<file path="src/sv/bpc_pkg.sv">
package bpc_pkg;

   localparam int REQ_TDATA_W = 40;
   localparam int RSP_TDATA_W = 8;
   localparam int CSR_ADDR_W  = 2;
   localparam int CSR_DATA_W  = 20;
   localparam int TIME_W      = 32;
   localparam int DEBOUNCE_W  = 16;
   localparam int HOLD_W      = 20;
   localparam int EVENT_W     = 2;
   localparam int PHASE_W     = 2;

   typedef logic [REQ_TDATA_W-1:0] req_tdata_type;
   typedef logic [RSP_TDATA_W-1:0] rsp_tdata_type;
   typedef logic [CSR_ADDR_W-1:0]  csr_addr_type;
   typedef logic [CSR_DATA_W-1:0]  csr_data_type;
   typedef logic [EVENT_W-1:0]     event_type;

   localparam csr_addr_type CSR_ACTIVE_LEVEL = 2'd0;
   localparam csr_addr_type CSR_DEBOUNCE_MS  = 2'd1;
   localparam csr_addr_type CSR_LONG_MS      = 2'd2;
   localparam csr_addr_type CSR_VERY_LONG_MS = 2'd3;

   localparam event_type EV_NONE  = 2'd0;
   localparam event_type EV_SHORT = 2'd1;
   localparam event_type EV_LONG  = 2'd2;
   localparam event_type EV_VLONG = 2'd3;

   localparam logic [PHASE_W-1:0] PH_WAIT = 2'd0;
   localparam logic [PHASE_W-1:0] PH_IDLE = 2'd1;
   localparam logic [PHASE_W-1:0] PH_HELD = 2'd2;
   localparam logic [PHASE_W-1:0] PH_REL  = 2'd3;

   localparam logic                  RST_ACTIVE_LEVEL = 1'b0;
   localparam logic [DEBOUNCE_W-1:0] RST_DEBOUNCE_MS  = 16'd10;
   localparam logic [HOLD_W-1:0]     RST_LONG_MS      = 20'd500;
   localparam logic [HOLD_W-1:0]     RST_VERY_LONG_MS = 20'd5000;

endpackage

</file>
<file path="src/sv/button_press_classifier_core.sv">
// Button press classifier. Each request transfer carries one sample of the raw
// pin level and the current millisecond time; each one yields exactly one
// response transfer with an event code (none, short, long, very long press).
// One sample is taken every cycle while req_tready is high; its response is
// registered into a two-entry output buffer, so req_tready drops only when both
// entries hold responses that the sink has not taken. The classification is a
// four-phase state machine with two 32-bit time subtractions and three compares.
// Configuration writes take effect at the next clock edge and should be made
// only while no responses are outstanding.
module button_press_classifier_core (
   input  logic                   clock,
   input  logic                   reset,
   input  logic                   req_tvalid,
   output logic                   req_tready,
   input  bpc_pkg::req_tdata_type req_tdata,   // [0] pin_level, [32:1] now_ms, [39:33] zero
   output logic                   rsp_tvalid,
   input  logic                   rsp_tready,
   output bpc_pkg::rsp_tdata_type rsp_tdata,   // [1:0] event_code, [7:2] zero
   input  logic                   csr_we,
   input  bpc_pkg::csr_addr_type  csr_addr,
   input  bpc_pkg::csr_data_type  csr_wdata
);
   import bpc_pkg::*;

   logic                  active_level_ff;
   logic [DEBOUNCE_W-1:0] debounce_ms_ff;
   logic [HOLD_W-1:0]     long_ms_ff;
   logic [HOLD_W-1:0]     very_long_ms_ff;

   logic [PHASE_W-1:0] phase_ff, phase_in;
   logic [TIME_W-1:0]  press_time_ff, press_time_in;
   logic [TIME_W-1:0]  release_time_ff, release_time_in;
   event_type          kind_ff, kind_in;

   logic      out_valid_ff, out_valid_in;
   event_type out_data_ff, out_data_in;
   logic      skid_valid_ff, skid_valid_in;
   event_type skid_data_ff, skid_data_in;

   logic              pin_level;
   logic [TIME_W-1:0] now_ms;
   logic              pressed;
   logic              accept;
   logic              out_take;
   logic [TIME_W-1:0] held_ms;
   logic [TIME_W-1:0] released_ms;
   logic              long_hit;
   logic              vlong_hit;
   logic              deb_done;
   event_type         ev;

   assign pin_level   = req_tdata[0];
   assign now_ms      = req_tdata[TIME_W:1];
   assign pressed     = (pin_level == active_level_ff);
   assign accept      = req_tvalid & req_tready;
   assign out_take    = out_valid_ff & rsp_tready;
   assign held_ms     = now_ms - press_time_ff;
   assign released_ms = now_ms - release_time_ff;
   assign long_hit    = held_ms > {{(TIME_W-HOLD_W){1'b0}}, long_ms_ff};
   assign vlong_hit   = held_ms > {{(TIME_W-HOLD_W){1'b0}}, very_long_ms_ff};
   assign deb_done    = released_ms > {{(TIME_W-DEBOUNCE_W){1'b0}}, debounce_ms_ff};

   assign req_tready = ~skid_valid_ff;
   assign rsp_tvalid = out_valid_ff;
   assign rsp_tdata  = {{(RSP_TDATA_W-EVENT_W){1'b0}}, out_data_ff};

   always_comb begin
      phase_in        = phase_ff;
      press_time_in   = press_time_ff;
      release_time_in = release_time_ff;
      kind_in         = kind_ff;
      ev              = EV_NONE;
      case (phase_ff)
         PH_WAIT: begin
            if (!pressed) begin
               phase_in = PH_IDLE;
            end
         end
         PH_IDLE: begin
            if (pressed) begin
               press_time_in = now_ms;
               kind_in       = EV_NONE;
               phase_in      = PH_HELD;
            end
         end
         PH_HELD, PH_REL: begin
            if (pressed) begin
               phase_in = PH_HELD;
               if (kind_ff == EV_NONE && long_hit) begin
                  kind_in = EV_LONG;
                  ev      = EV_LONG;
               end else if (kind_ff == EV_LONG && vlong_hit) begin
                  kind_in = EV_VLONG;
                  ev      = EV_VLONG;
               end
            end else if (phase_ff == PH_HELD) begin
               release_time_in = now_ms;
               phase_in        = PH_REL;
            end else if (deb_done) begin
               if (kind_ff == EV_NONE) begin
                  kind_in = EV_SHORT;
                  ev      = EV_SHORT;
               end
               phase_in = PH_IDLE;
            end
         end
         default: begin
            phase_in = PH_WAIT;
         end
      endcase
   end

   // two-entry output buffer: skid fills only when the output entry stalls
   always_comb begin
      out_valid_in  = out_valid_ff;
      out_data_in   = out_data_ff;
      skid_valid_in = skid_valid_ff;
      skid_data_in  = skid_data_ff;
      if (accept) begin
         if (!out_valid_ff || out_take) begin
            out_valid_in = 1'b1;
            out_data_in  = ev;
         end else begin
            skid_valid_in = 1'b1;
            skid_data_in  = ev;
         end
      end else if (out_take) begin
         if (skid_valid_ff) begin
            out_data_in   = skid_data_ff;
            skid_valid_in = 1'b0;
         end else begin
            out_valid_in = 1'b0;
         end
      end
   end

   always_ff @(posedge clock) begin
      if (reset) begin
         active_level_ff <= RST_ACTIVE_LEVEL;
         debounce_ms_ff  <= RST_DEBOUNCE_MS;
         long_ms_ff      <= RST_LONG_MS;
         very_long_ms_ff <= RST_VERY_LONG_MS;
      end else if (csr_we) begin
         case (csr_addr)
            CSR_ACTIVE_LEVEL: active_level_ff <= csr_wdata[0];
            CSR_DEBOUNCE_MS:  debounce_ms_ff  <= csr_wdata[DEBOUNCE_W-1:0];
            CSR_LONG_MS:      long_ms_ff      <= csr_wdata[HOLD_W-1:0];
            CSR_VERY_LONG_MS: very_long_ms_ff <= csr_wdata[HOLD_W-1:0];
            default: begin
            end
         endcase
      end
   end

   always_ff @(posedge clock) begin
      if (reset) begin
         phase_ff <= PH_WAIT;
         kind_ff  <= EV_NONE;
      end else if (accept) begin
         phase_ff <= phase_in;
         kind_ff  <= kind_in;
      end
   end

   always_ff @(posedge clock) begin
      if (accept) begin
         press_time_ff   <= press_time_in;
         release_time_ff <= release_time_in;
      end
   end

   always_ff @(posedge clock) begin
      if (reset) begin
         out_valid_ff  <= 1'b0;
         skid_valid_ff <= 1'b0;
      end else begin
         out_valid_ff  <= out_valid_in;
         skid_valid_ff <= skid_valid_in;
      end
   end

   always_ff @(posedge clock) begin
      out_data_ff  <= out_data_in;
      skid_data_ff <= skid_data_in;
   end

endmodule

</file>
<file path="config.mk">
export PLATFORM = sky130hd
export DESIGN_NAME = button_press_classifier_core
export DESIGN_NICKNAME = d
export VERILOG_FILES = /design/src/sv/bpc_pkg.sv /design/src/sv/button_press_classifier_core.sv
export SDC_FILE = /design/constraint.sdc
export NUM_CORES = 1
export LEC_CHECK = 0
export CORE_UTILIZATION = 54
export DETAILED_ROUTE_END_ITERATION = 6
export DONT_BUFFER_PORTS = 1
export PLACE_DENSITY = 0.69
export SLEW_MARGIN = 0
export SYNTH_ARGS = -nofsm -noshare
export SYNTH_HDL_FRONTEND = slang
export SYNTH_SLANG_ARGS = --single-unit
</file>
<file path="constraint.sdc">
create_clock -name clock -period 13.8 [get_ports clock]
set_input_delay 0.69 -clock clock [delete_from_list [all_inputs] [get_ports clock]]
set_output_delay 0.69 -clock clock [all_outputs]
set_load 0.02 [all_outputs]
</file>
Word-level counts from Yosys, hierarchy flattened --
Cells that the tools add are included.
Storage, ports and cells: bits in registers 131, output and inout port bits 10, bits of input ports 67
Operators by class: $add $sub $neg 2, bitwise operators 5, muxes and demuxes 32, $lt $le $gt $ge 3, reduce and logical (&&, ||, !) cells 23, equality and inequality tests 18
Operators with widths (number):
- 32-bit by 20-bit greater-than comparator with 1-bit output | 2
- 32-bit subtractor | 2
- 2-bit 2-to-1 mux | 20
- 32-bit by 16-bit greater-than comparator with 1-bit output | 1
- 2-bit AND reduction | 6
- 2-bit equality test, second input constant | 5
- 1-bit 2-to-1 mux | 10
- 3-bit inequality test, second input constant | 3
- 3-bit AND reduction | 3
- 4-bit inequality test, second input constant | 2
- 4-bit AND reduction | 2
- 7-bit AND reduction | 1
- 2-bit logical NOT | 3
- 2-bit inequality test, second input constant | 3
- 2-bit case mux with 3 select lines | 1
- 2-bit nonzero test | 3
- 2-bit by 1-bit equality test with 1-bit output, second input constant | 2
- 2-bit by 1-bit inequality test with 1-bit output, second input constant | 2
- 2-bit case mux with 2 select lines | 1
- 1-bit inverter | 3
- 1-bit AND | 2
- 1-bit logical AND | 2
- 2-bit OR reduction | 1
- 1-bit equality test | 1
- 2 further kinds | 2

Logic depth before layout (Yosys ltp) --
Gate-level depths: netlist of the first run.
word-level depth 9, gate-level depth with buffers 23, mapped depth without buffers 23

Least setup slack after synthesis of the first run --
OpenSTA, ideal clock, no wires.
path kind input -> register, start input req_tdata[0], end register release_time_ff[0] (enable), data arrival time 4283 ps, data required time 13287 ps, stages 2, path slack 9004 ps, library setup time 513 ps, cells stage by stage xnor2_1 -> nor4b_1
Between the ends: word-level cells in the longest chain between the ends 3
RTL lines:
- start, declared | line button_press_classifier_core.sv:15 | input bpc_pkg::req_tdata_type req_tdata,
- 1-bit equality test | line button_press_classifier_core.sv:54 | assign pressed = (pin_level == active_level_ff);
- 1-bit inverter (no source line)
- 4-bit AND reduction (no source line)
- end signal, assigned | line button_press_classifier_core.sv:168 | release_time_ff <= release_time_in;
- end, declared | line button_press_classifier_core.sv:32 | logic [TIME_W-1:0] release_time_ff, release_time_in;
No other way between the ends. A chain may end at the register's enable or synchronous reset.

Worst setup path in the final report of the first run --
start input req_tdata[1], end register out_data_ff[0] (data pin)
Between the ends: word-level cells in the longest chain between the ends 9, elaborated cells between the ends (all ways) 15, classes of those cells add/sub: 2; order compare: 3; mux: 8; reduce/logical: 2
RTL lines:
- 32-bit subtractor | line button_press_classifier_core.sv:57 | assign held_ms = now_ms - press_time_ff;
- 32-bit by 20-bit greater-than comparator with 1-bit output | line button_press_classifier_core.sv:60 | assign vlong_hit = held_ms > {{(TIME_W-HOLD_W){1'b0}}, very_long_ms_ff};
- 1-bit logical AND | line button_press_classifier_core.sv:92 | end else if (kind_ff == EV_LONG && vlong_hit) begin
- 2-bit 2-to-1 mux | line button_press_classifier_core.sv:92
- 2-bit 2-to-1 mux | line button_press_classifier_core.sv:89 | if (kind_ff == EV_NONE && long_hit) begin
- 2-bit 2-to-1 mux (*) | line button_press_classifier_core.sv:87 | if (pressed) begin
- 2-bit 2-to-1 mux (*) | line button_press_classifier_core.sv:73 | case (phase_ff)
- 2-bit 2-to-1 mux (*) | line button_press_classifier_core.sv:120 | if (!out_valid_ff || out_take) begin
- 2-bit 2-to-1 mux (*) | line button_press_classifier_core.sv:119 | if (accept) begin
- named net out_data_in[0] | line button_press_classifier_core.sv:36 | event_type out_data_ff, out_data_in;
- end signal, assigned | line button_press_classifier_core.sv:183 | out_data_ff <= out_data_in;
- end, declared | line button_press_classifier_core.sv:36
The timed path passes the listed nets; every way through them passes the cells marked *. The select of a mux whose other input is x is not followed.

==> summary.txt, run 1 <==
Clocking
  – Root buffer cell: clkbuf_16
  – Clk_lat worst skew: roughly 0.42 ns
  – Clock buffer depth: 2
  – CTS resizes: 0
  – Hold_buf cts: 0
  – CTS tree: done
  – CTS Buf Count: 17
  – Clock transition at path regs: 0.06 ns
  – Sink Count: roughly 130
  – Setup bufs post-CTS: 0
  – H-tree depth: 4

Detailed routing
  – DR vias: 8,436
  – Antenna-violating nets left: 0
  – # DRC: 2
  – Drt via density: 5.83
  – First DRT Iteration DRCs: 542
  – Final wirelength: around 25,000 microns
  – Routed WL per cell: between 15 and 20 microns
  – 1st-pass router iterations: 7

Floorplan
  – Core area: roughly 18,000 sq um
  – Starting Density: 0.558
  – Num ports: 77
  – Chip Height: ~140 microns
  – Die X: roughly 140 microns
  – DIE AREA: approximately 19,000 sq um
  – Cell Rows: just under 50

Setup path
  – Worst-path cell chain: inv_1, ha_1, inv_1, fa_1, a21o_1, a311o_1, nand2_1, nand3_1, a21o_1, a21o_1, nand3_1, nand2_1, xor2_1, ha_1, nand2_1, o21ai_0, o22ai_1, a31o_2, nand4b_1, nor4b_2, or4_1, nand3_1
  – CP max FO: 3
  – Slowest-stage cell, CP: or4_1
  – Worst Setup SP: req_tdata[1]
  – CP max stage delay: between 0.5 and 0.6 ns
  – Critical Path AT: a little over 5 ns
  – Worst Reg2Reg Path Length in Cells: 21
  – Critical Path RT: 14.08 ns
  – CP top delay family: compound AO/OA/AOI/OAI gates
  – Crit Path Class: in -> reg
  – Startpoint Class: primary input
  – Setup crit end kind: flip-flop
  – CP bufs+invs: 2
  – FF-to-FF Start: press_time_ff[0]
  – Stages on worst setup path: 22

Place
  – DP Area: 10,200 sq um
  – Dpl hpwl: between 15,000 and 20,000 microns
  – GPL Wtd Cong: a little over 0.9
  – IO Port Bufs: 0

Worst hold path
  – Min-Delay Startpoint: reset
  – Hold depth: 1
  – Hold crit path type: in -> reg

Synth
  – Commonest register cell after synthesis: edfxtp_1
  – Synth Area in Simple Gates: 0.192
  – Multiplexer share of the synthesized area: 0.0131
  – Syn avg cell area: approximately 8.2 sq um
  – Mapped Area: between 10,000 and 15,000 sq um
  – Synth Area in XOR/XNOR: 0.0405
  – Main combinational cell family by area after synthesis: compound AO/OA/AOI/OAI gates
  – Sequential element share of the synthesized area: 0.325
  – Yosys reg bits: between 100 and 150
  – Adder-Cell Fraction of Synth Area: 0.149
  – Synth Area in Compound Gates: 0.205
  – Post-synth cell types: 81
  – Gate Count Post-Synth: 1,234
  – Yosys synthesis warning count: 0
  – Number of synthesized flops with an enable pin: 68
  – Ys async rst share: 0

STA
  – Tmin final: around 4.8 ns
  – Unrepaired setup endpoints after global routing: no
  – Period utilization: 0.350
  – Fin. Hold Viols: 0
  – Fmax: between 0.2 and 0.25 GHz
  – Worst-Margin Slew: 0.974 ns
  – Slew Limit Fails: 0
  – Clock skew: roughly 0.011 ns
  – Final Setup Violations: 0
  – Sum Neg Setup Slack: 0 ns
  – Worst slew margin: 0.350

Global route
  – GRT overflow: 0
  – Initial antenna violation count: 0
  – First-pass GRT wire length: about 40,000 microns
  – Largest net degree at the start of global routing: 65
  – Tot GR Track Use: 0.263
  – Vias in the first global route: 7,987

Status
  – Violated checks: design-rule violations
  – Status: finished with violations

Cells and area
  – Antenna cells: 0
  – Fill cells: approximately 1,700
  – Area Overhead vs Synth: 6.57%
  – Layout cell share with drive strength beyond 1: 0.0501
  – Sequential Area: approximately 3300 sq um
  – Multi-input logic area: approximately 6000 sq um
  – # nets final: 1,392
  – Design area: 10,800 sq um

Pwr
  – Clk pwr share: 0.414
  – Cell area power density: roughly 100 nW/um^2
  – Pint: 0.000792 W
  – P_sw: 0.000308 W
  – Comb power frac: 0.199
  – Sequential Power Share: 0.388
  – Switching share of power: 0.280
  – Peak VDD IR: between 0.00008 and 0.00009 V
  – Power Total: ~0.0011 W
  – Leak pwr: ~4.6 nW

Flow run
  – Max cap viols: 0
placed cells by master (no fill, tap or decap), types with 4 or more instances in the layout:
| master | n |
|---|---|
| a2111oi_0 | 5 |
| a211o_1 | 9 |
| a211oi_1 | 9 |
| a21o_1 | 33 |
| a21oi_1 | 133 |
| a221oi_1 | 4 |
| a31oi_1 | 11 |
| and3_1 | 7 |
| and4_1 | 5 |
| clkbuf_16 | 20 |
| conb_1 | 6 |
| dfxtp_1 | 63 |
| edfxtp_1 | 68 |
| ha_1 | 118 |
| inv_1 | 134 |
| mux2i_1 | 11 |
| nand2_1 | 182 |
| nand2b_1 | 9 |
| nand3_1 | 23 |
| nand3b_1 | 9 |
| nand4_1 | 25 |
| nor2_1 | 73 |
| nor2b_1 | 9 |
| nor3_1 | 21 |
| o2111ai_1 | 5 |
| o211ai_1 | 10 |
| o21a_1 | 9 |
| o21ai_0 | 48 |
| o21bai_1 | 8 |
| o22ai_1 | 5 |
| o31ai_1 | 5 |
| or2_2 | 7 |
| or3_1 | 4 |
| or4_1 | 6 |
| xnor2_1 | 20 |
| xor2_1 | 27 |
per-stage QoR:
step                std cells  setup slack [ns]  hold slack, ns  utilization
detailed placement       1415              8.62           0.440        0.562
CTS                      1446              9.01           0.321        0.594
floorplan                1239              9.00           0.436            -
finish                   1446              8.97           0.335        0.594
global route             1446              8.61           0.321        0.594
global placement         1415              8.67           0.438        0.562
area by class of cell:
| cell class | instances | area share |
|---|---|---|
| clock buffer | 24 | 0.0485 |
| multi-input combinational | 920 | 0.566 |
| clock inverter | 7 | 0.00636 |
| sequential | 131 | 0.305 |
| timing repair buffer | 1 | 0.000694 |
| inverter | 134 | 0.0465 |
| tap | 229 | 0.0265 |
cell families (layout without fill, tap and decap cells):
| group | after synthesis | in the layout |
|---|---|---|
| flip-flops | 131 | 131 |
| AO/OA/AOI/OAI | 327 | 327 |
| XOR/XNOR | 47 | 47 |
| adder cells (fa/ha/maj) | 120 | 120 |
| multiplexers | 13 | 13 |
| other | 1 | 6 |
| AND/OR/NAND/NOR | 407 | 407 |
| buffers and inverters | 188 | 166 |
power groups by stage:
stage               Clock, W  Combinational, W  Sequential [W]
floorplan                  0          0.000174        0.000433
global placement           0          0.000212        0.000434
detailed placement         0          0.000215        0.000435
CTS                 0.000460          0.000217        0.000426
global route        0.000476          0.000247        0.000427
finish              0.000455          0.000218        0.000426
sequential cells by signal, summed over array words and instances, names as in the netlist:
| register | count |
|---|---|
| active_level_ff | 1 |
| debounce_ms_ff | 16 |
| kind_ff | 2 |
| long_ms_ff | 20 |
| out_data_ff | 2 |
| phase_ff | 2 |
| press_time_ff | 32 |
| release_time_ff | 32 |
| rsp_tvalid | 1 |
| skid_data_ff | 2 |
| skid_valid_ff | 1 |
| very_long_ms_ff | 20 |
layer usage:
layer  part of all wire  GRT usage  up-vias
met2               0.47      0.438      184
li1                   -          -     4323
met3              0.048     0.0532       30
met1               0.47      0.345     3899
met5                  0          0        -
met4              0.019     0.0743        0
cell usage after synthesis, drive strengths merged (6+ instances only):
master	count	share of area
a211o	9	0.0078
or4	8	0.0067
xnor2	20	0.017
nor2b	9	0.0055
a21oi	134	0.067
a211oi	9	0.0067
nor2	75	0.028
dfxtp	63	0.12
nor3	22	0.011
nand2b	9	0.0055
and4	6	0.0054
o211ai	10	0.0074
buf	12	0.0097
mux2i	11	0.011
ha	118	0.15
nand3b	9	0.0067
o21bai	8	0.0059
or2	7	0.0043
a31oi	12	0.0080
clkbuf	42	0.016
xor2	27	0.023
nand4	25	0.015
o21ai	50	0.025
o21a	9	0.0067
nand3	23	0.011
a21o	33	0.024
edfxtp	68	0.20
and3	8	0.0054
inv	134	0.050
nand2	182	0.067
worst paths after layout:
kind / to / slack [ns]
max: out_data_ff[0] / 8.97
max reg2reg: out_data_ff[0] / 8.98
min reg2reg: long_ms_ff[13] / 0.45
min: rsp_tvalid / 0.33
No activity file was read; power rests on OpenSTA's default activity.
==> run 2, diff against run 1 <==
--- a/config.mk
+++ b/config.mk
@@ -5,6 +5,7 @@
 export SDC_FILE = /design/constraint.sdc
 export NUM_CORES = 1
 export LEC_CHECK = 0
+export ABC_AREA = 1
 export CORE_UTILIZATION = 54
 export DETAILED_ROUTE_END_ITERATION = 6
 export DONT_BUFFER_PORTS = 1
==> constraint.sdc (replaced) <==
create_clock -name clock -period 4.6 [get_ports clock]
set_input_delay 0.23 -clock clock [delete_from_list [all_inputs] [get_ports clock]]
set_output_delay 0.23 -clock clock [all_outputs]
set_load 0.02 [all_outputs]
==> run 2 against run 1 <==
The run now ends clean. Total power rose to 3.1 times the previous value. Critical path depth down 2. Global-route usage up 3.5 points. Wire length up 17%. Setup slack worse by 8.2 ns. Register-to-register slack worse by 8.2 ns. Clock power rose to 3.0 times the previous value. Clock skew down 0.00050 ns. Final cell count up 30%. Largest power group unchanged. Highest routed layer unchanged.
==> summary.txt, run 2 <==
Cells and area
  – Sequential Area: roughly 3300 sq um
  – Most frequent cells in the layout: nand2_1, inv_1, a21oi_1
  – Antenna cells: 0
  – Layout cell share with drive strength beyond 1: 0.0529
  – Fill cells: between 1,500 and 2,000
  – # nets final: 1,801
  – Largest regs: press_time_ff x32, release_time_ff x32
  – Area Overhead vs Synth: 13.0%
  – Multi-input logic area: 6050 sq um
  – Leading cell type in the layout, fill and taps excluded: nand2_1

Setup path
  – Reg2Reg Setup Slack: approximately 0.75 ns
  – Critical Path AT: between 4 and 5 ns
  – Critical Path RT: roughly 4.8 ns
  – Crit Path Class: reg -> reg
  – Worst Setup SP: release_time_ff[0]
  – FF-to-FF Start: release_time_ff[0]
  – Capturing point of the worst reg2reg path: out_data_ff[0]
  – CP most frequent cell: nand3_1
  – Setup crit end kind: flip-flop
  – CP max stage delay: 0.44 ns
  – Slowest-stage cell, CP: fa_1
  – Startpoint Class: flip-flop
  – CP max FO: 4
  – CP top delay family: simple AND/OR/NAND/NOR gates
  – Worst Reg2Reg Path Length in Cells: 20
  – CP bufs+invs: 1
  – Worst-path cell chain: ha_1, inv_1, fa_1, nand3_1, nand3_1, nand3_1, nand3_1, xor2_1, ha_1, nand2_1, nor4_1, nand3_1, nand2_1, nand3_1, nor2_1, nand3_1, nor2_2, nand4_2, nand3_2, o21ai_0

Floorplan
  – DIE AREA: slightly above 20,000 sq um
  – Starting Density: 0.559
  – Cell Rows: 50
  – Die X: around 140 microns
  – Num ports: 77
  – Chip Height: ~140 microns
  – Core area: 19,000 sq um

Clocking
  – H-tree depth: 4
  – CTS resizes: 0
  – Clock transition at path regs: ~0.060 ns
  – CTS Buf Count: 17
  – Root buffer cell: clkbuf_16
  – Sink Count: about 130
  – Clock buffer depth: 2
  – CTS tree: done
  – Clk_lat worst skew: approximately 0.42 ns

Pwr
  – Peak VDD IR: around 0.00023 V
  – Leak pwr: 6.13 nW
  – Power Total: roughly 0.0034 W
  – Cell area power density: about 290 nW/um^2

Synth
  – Top post-synthesis cells by area: edfxtp_1, nand2_1, ha_1, dfxtp_1, inv_1
  – Number of synthesized flops with an enable pin: between 60 and 70
  – Sequential element share of the synthesized area: 0.311
  – Cell taking the most area after synthesis: edfxtp_1
  – Gate Count Post-Synth: 1,557
  – Count leader, synth: nand2_1
  – Post-synth cell types: 39
  – Yosys top cell area share: 0.192
  – Yosys synthesis warning count: 0
  – Mapped Area: around 11,000 sq um
  – Ys async rst share: 0
  – Commonest register cell after synthesis: edfxtp_1
  – Yosys reg bits: 131
  – Syn avg cell area: 6.83 sq um
  – Synth cell count leaders: nand2_1, inv_1, a21oi_1, ha_1, nor2_1

STA
  – Final Setup Violations: 0
  – Worst-Margin Slew: around 0.94 ns
  – Clock skew: 0.0105 ns
  – Slew Limit Fails: 0
  – Fmax: about 0.26 GHz
  – Worst slew margin: 0.373
  – Fin. Hold Viols: 0
  – Sum Neg Setup Slack: 0 ns
  – Unrepaired setup endpoints after global routing: no
  – Period utilization: 0.837
  – Tmin final: 3.85 ns

Global route
  – Initial antenna violation count: 0
  – Met2 Usage GRT: 0.507
  – Vias in the first global route: roughly 8,900
  – Largest net degree at the start of global routing: 54
  – First-pass GRT wire length: 45,600 microns
  – GRT met1 Usage: 0.376
  – GRT met3 Usage: 0.0518
  – GRT overflow: 0
  – GRT Max-Usage Layer: met2
  – Tot GR Track Use: 0.298

Detailed routing
  – First DRT Iteration DRCs: approximately 660
  – # DRC: 0
  – Antenna-violating nets left: 0
  – Final wirelength: around 29,000 microns
  – 1st-pass router iterations: 7
  – Routed WL per cell: roughly 15 microns
  – DR vias: 9,771
  – Drt via density: approximately 5.2

Place
  – IO Port Bufs: 0
  – GPL Wtd Cong: around 0.95
  – Dpl hpwl: around 22,000 microns

Worst hold path
  – Hold endpoint: very_long_ms_ff[17]
  – Hold depth: 2
  – Min-Delay Startpoint: csr_wdata[17]
  – Hold crit path type: in -> reg

Flow run
  – Max cap viols: 0

Status
  – Status: completed
## run 2: cell count changes in the layout (fill, tap and decap cells not counted), moves of 15 or more
cell           change
a21o_1            -32
dlygate4sd3_1     +51
inv_1            +184
nand2_1          +255
nand3_1           +37
nor2_1            +44
nor3_1            -15
o21ai_0           +29
## run 2: worst max-delay path by stage
stage	end	slack, ns	cells after the start
6_report	out_data_ff[0]	0.75	20
5_1_grt	out_data_ff[0]	0.44	21
4_1_cts	out_data_ff[0]	0.83	20
3_5_place_dp	out_data_ff[0]	0.86	21
3_3_place_gp	out_data_ff[0]	0.98	22
2_1_floorplan	release_time_ff[0]	0.32	3
## run 2: repair_timing
action                                 CTS  global route
endpoints found under the hold margin   98             0
buffers inserted                         0             0
hold buffers                            51             0
## run 2: area by class of cell
type	count	share of cell area
clock inverter	12	0.00927
clock buffer	20	0.0400
sequential	131	0.275
multi-input combinational	1089	0.504
timing repair buffer	55	0.0450
inverter	320	0.100
tap	260	0.0271
## run 2: cells by family (layout without fill, tap and decap cells)
family,after synthesis,after routing,share of synthesized area
and+or+nand+nor,692,692,0.276
adders and majority gates,120,120,0.143
DFF,131,131,0.311
xor gates and xnor gates,38,38,0.0313
buffers and inverters,342,407,0.123
AOI/OAI and AO/OA,233,233,0.116
other,1,6,0.000353
## run 2: metrics by stage
step,setup slack (ns),instance area [sq um],cells,hold WS [ns],util
global placement,0.976,10900,1804,0.298,0.574
detailed placement,0.857,10900,1804,0.296,0.574
floorplan,0.325,10700,1562,0.329,-
finish,0.749,12000,1887,0.0126,0.632
CTS,0.833,12000,1887,0.000388,0.632
global route,0.440,12000,1887,0.0109,0.632
## run 2: power breakdown
group	leakage (nW)	total, W	internal [W]	switching, W
Combinational	4.70	0.000788	0.000290	0.000499
Clock	0.300	0.00137	0.000819	0.000551
Sequential	1.13	0.00129	0.00127	0.0000159
Total	6.13	0.00345	0.00238	0.00107
## run 2: routing by layer
layer | share of wire | wire length [microns]
met1 | 0.43 | 12700
met2 | 0.47 | 13700
met3 | 0.062 | 1810
met4 | 0.031 | 909
met5 | 0 | 0
## run 2: worst register-to-register path, delay by kind of cell (launching register included)
family,cells,cell delay [ns]
xor gates and xnor gates,1,0.20
DFF,1,0.33
AOI/OAI and AO/OA,1,0.09
and+or+nand+nor,14,2.02
buffers and inverters,1,0.09
adders and majority gates,3,0.87
==> run 3, diff against run 2 <==
--- a/config.mk
+++ b/config.mk
@@ -9,7 +9,7 @@
 export CORE_UTILIZATION = 54
 export DETAILED_ROUTE_END_ITERATION = 6
 export DONT_BUFFER_PORTS = 1
-export PLACE_DENSITY = 0.69
+export PLACE_DENSITY = 0.72
 export SLEW_MARGIN = 0
 export SYNTH_ARGS = -nofsm -noshare
 export SYNTH_HDL_FRONTEND = slang
==> constraint.sdc (replaced) <==
create_clock -name clock -period 3.4 [get_ports clock]
set_input_delay 0.17 -clock clock [delete_from_list [all_inputs] [get_ports clock]]
set_output_delay 0.17 -clock clock [all_outputs]
set_load 0.02 [all_outputs]
==> run 3 against run 2 <==
The run now ends with negative setup slack left. Maximum frequency grew 8.2%. Via count increased by 6.2%. Wire length up 13%. Critical path type unchanged.
==> summary.txt, run 3 (synthesis results as in run 2) <==
Cells and area
  – Area Overhead vs Synth: 27.4%
  – Most frequent cells in the layout: nand2_1, inv_1, a21oi_1
  – Fill cells: 1,558
  – Antenna cells: 0
  – Finished Layout Cells: slightly below 2,000
  – Layout cell share with drive strength beyond 1: 0.175
  – Leading cell type in the layout, fill and taps excluded: nand2_1
  – # nets final: between 1,500 and 2,000
  – Largest regs: press_time_ff x32, release_time_ff x32

Floorplan
  – Starting Density: 0.559
  – DIE AREA: around 20,000 sq um
  – Chip Height: 142 microns
  – Cell Rows: 50
  – Core area: about 19,000 sq um
  – Die X: 142 microns
  – Num ports: just under 80

Pwr
  – Sequential Power Share: 0.352
  – Cell area power density: between 300 and 400 nW/um^2
  – Clk pwr share: 0.378
  – Peak VDD IR: around 0.00040 V
  – Power Total: 0.00496 W
  – P_sw: 0.00160 W
  – Pint: between 0.003 and 0.004 W
  – Leak pwr: approximately 6.6 nW
  – Switching share of power: 0.322
  – Comb power frac: 0.270

Detailed routing
  – # DRC: 0
  – First DRT Iteration DRCs: about 860
  – Antenna-violating nets left: 0
  – Final wirelength: around 33,000 microns
  – 1st-pass router iterations: 6
  – DR vias: 10,400
  – Drt via density: 5.28
  – Routed WL per cell: between 15 and 20 microns

Setup path
  – Worst Setup EP: out_data_ff[0]
  – Crit Path Class: reg -> reg
  – Critical Path RT: ~3.6 ns
  – Reg2Reg Setup Slack: -0.16 ns
  – Startpoint Class: flip-flop
  – FF-to-FF Start: press_time_ff[4]
  – CP max FO: 4
  – Critical Path AT: between 3 and 4 ns
  – Capturing point of the worst reg2reg path: out_data_ff[0]
  – Worst Reg2Reg Path Length in Cells: 23
  – Setup crit end kind: flip-flop
  – Worst Setup SP: press_time_ff[4]

Worst hold path
  – Hold crit path type: in -> reg

Place
  – Dpl hpwl: roughly 22,000 microns
  – GPL Wtd Cong: around 0.96
  – IO Port Bufs: 0
  – Placed Cells: between 1,500 and 2,000

STA
  – Unrepaired setup endpoints after global routing: yes
  – Worst-Margin Slew: a little over 1 ns
  – Tmin final: ~3.6 ns
  – Fin. Hold Viols: 0
  – Fmax: 0.281 GHz
  – Final Setup Violations: 5
  – Period utilization: 1.05
  – Final WS setup: -0.158 ns
  – Slew Limit Fails: 0
  – Worst slew margin: 0.317
  – Clock skew: around 0.0072 ns

Clocking
  – CTS Buf Count: 17
  – Clock transition at path regs: ~0.060 ns
  – Clk_lat worst skew: roughly 0.43 ns
  – Sink Count: 131
  – CTS tree: done
  – Clock buffer depth: 2
  – H-tree depth: 4
  – Root buffer cell: clkbuf_16

Status
  – Status: finished with violations
  – Violated checks: negative setup slack

Global route
  – First-pass GRT wire length: slightly below 50,000 microns
  – Vias in the first global route: just under 10,000
  – Largest net degree at the start of global routing: 36
  – GRT overflow: 0
  – Initial antenna violation count: 0
  – Tot GR Track Use: 0.316

Flow run
  – Max cap viols: 0
-- run 3: changes by cell type in the layout (fill, tap and decap cells not counted), moves of 13 or more --
cell,change
ha_4,+27
inv_1,-13
inv_2,+13
buf_4,+72
nand2_1,-38
ha_1,-30
nand2_2,+30
-- run 3: critical path, cell delays in order, from the launching register on --
cell      delay [ns]
edfxtp_1        0.39
inv_2           0.09
ha_4            0.21
nand2_1         0.08
nand2_2         0.07
inv_1           0.10
nand3_2         0.18
nand2_1         0.13
nand3_2         0.10
xor2_2          0.21
ha_1            0.28
nand2_1         0.12
nor2_4          0.05
buf_4           0.13
a21oi_2         0.14
nand2_1         0.07
a21oi_1         0.12
nor2_1          0.07
nor2_1          0.15
nand3_2         0.15
nand2_4         0.16
nand3_4         0.11
nand3_2         0.11
o21ai_1         0.06
-- run 3: how the worst min path moves through the flow --
stage | startpoint | endpoint | slack [ns] | cells after the start
after floorplan | req_tdata[1] | press_time_ff[0] | 0.27 | 0
after global placement | reset | kind_ff[1] | 0.24 | 1
after detailed placement | reset | kind_ff[1] | 0.24 | 1
after CTS | csr_addr[1] | active_level_ff | 0.04 | 4
after global routing | req_tdata[0] | phase_ff[0] | 0.11 | 2
final | req_tdata[0] | phase_ff[0] | 0.10 | 2
-- run 3: cell type report --
cell class	count	area (sq um)	area share
multi-input cells	1089	6960	0.514
flip-flops and latches	131	3300	0.244
inverters	320	1200	0.0886
repair buffers	135	1160	0.0859
clock buffers	22	519	0.0383
well taps	260	325	0.0240
clock inverters	10	77.6	0.00572
-- run 3: layer usage --
layer | global-route usage | share of wire
met1 | 0.371 | 0.40
met2 | 0.558 | 0.48
met3 | 0.0501 | 0.065
met4 | 0.155 | 0.051
met5 | 0 | 0
-- run 3: power groups by stage --
| stage | clock, W | sequential, W | combinational, W |
|---|---|---|---|
| after floorplan | 0 | 0.00177 | 0.000761 |
| after global placement | 0 | 0.00178 | 0.00100 |
| after detailed placement | 0 | 0.00178 | 0.00103 |
| after CTS | 0.00188 | 0.00174 | 0.00118 |
| after global routing | 0.00195 | 0.00175 | 0.00147 |
| final | 0.00187 | 0.00174 | 0.00134 |
-- run 3: what timing repair did --
| item | CTS | global route |
|---|---|---|
| pin swaps | 14 | 51 |
| hold buffers | 57 | 0 |
| endpoints found under the setup margin | 6 | 7 |
| endpoints found under the hold margin | 124 | 0 |
| gates resized for setup | 46 | 139 |
| buffers inserted | 8 | 13 |
-- run 3: through the flow --
step	cell area, sq um	TNS (ns)	utilization	hold slack (ns)	worst slack [ns]
after floorplan	10700	-0.312	-	0.269	-0.00975
after global placement	11300	-0.754	0.595	0.239	-0.226
after detailed placement	11300	-1.26	0.595	0.240	-0.315
after CTS	12800	-0.0674	0.673	0.0430	-0.0392
after global routing	13600	-1.26	0.713	0.107	-0.281
final	13600	-0.507	0.713	0.104	-0.158
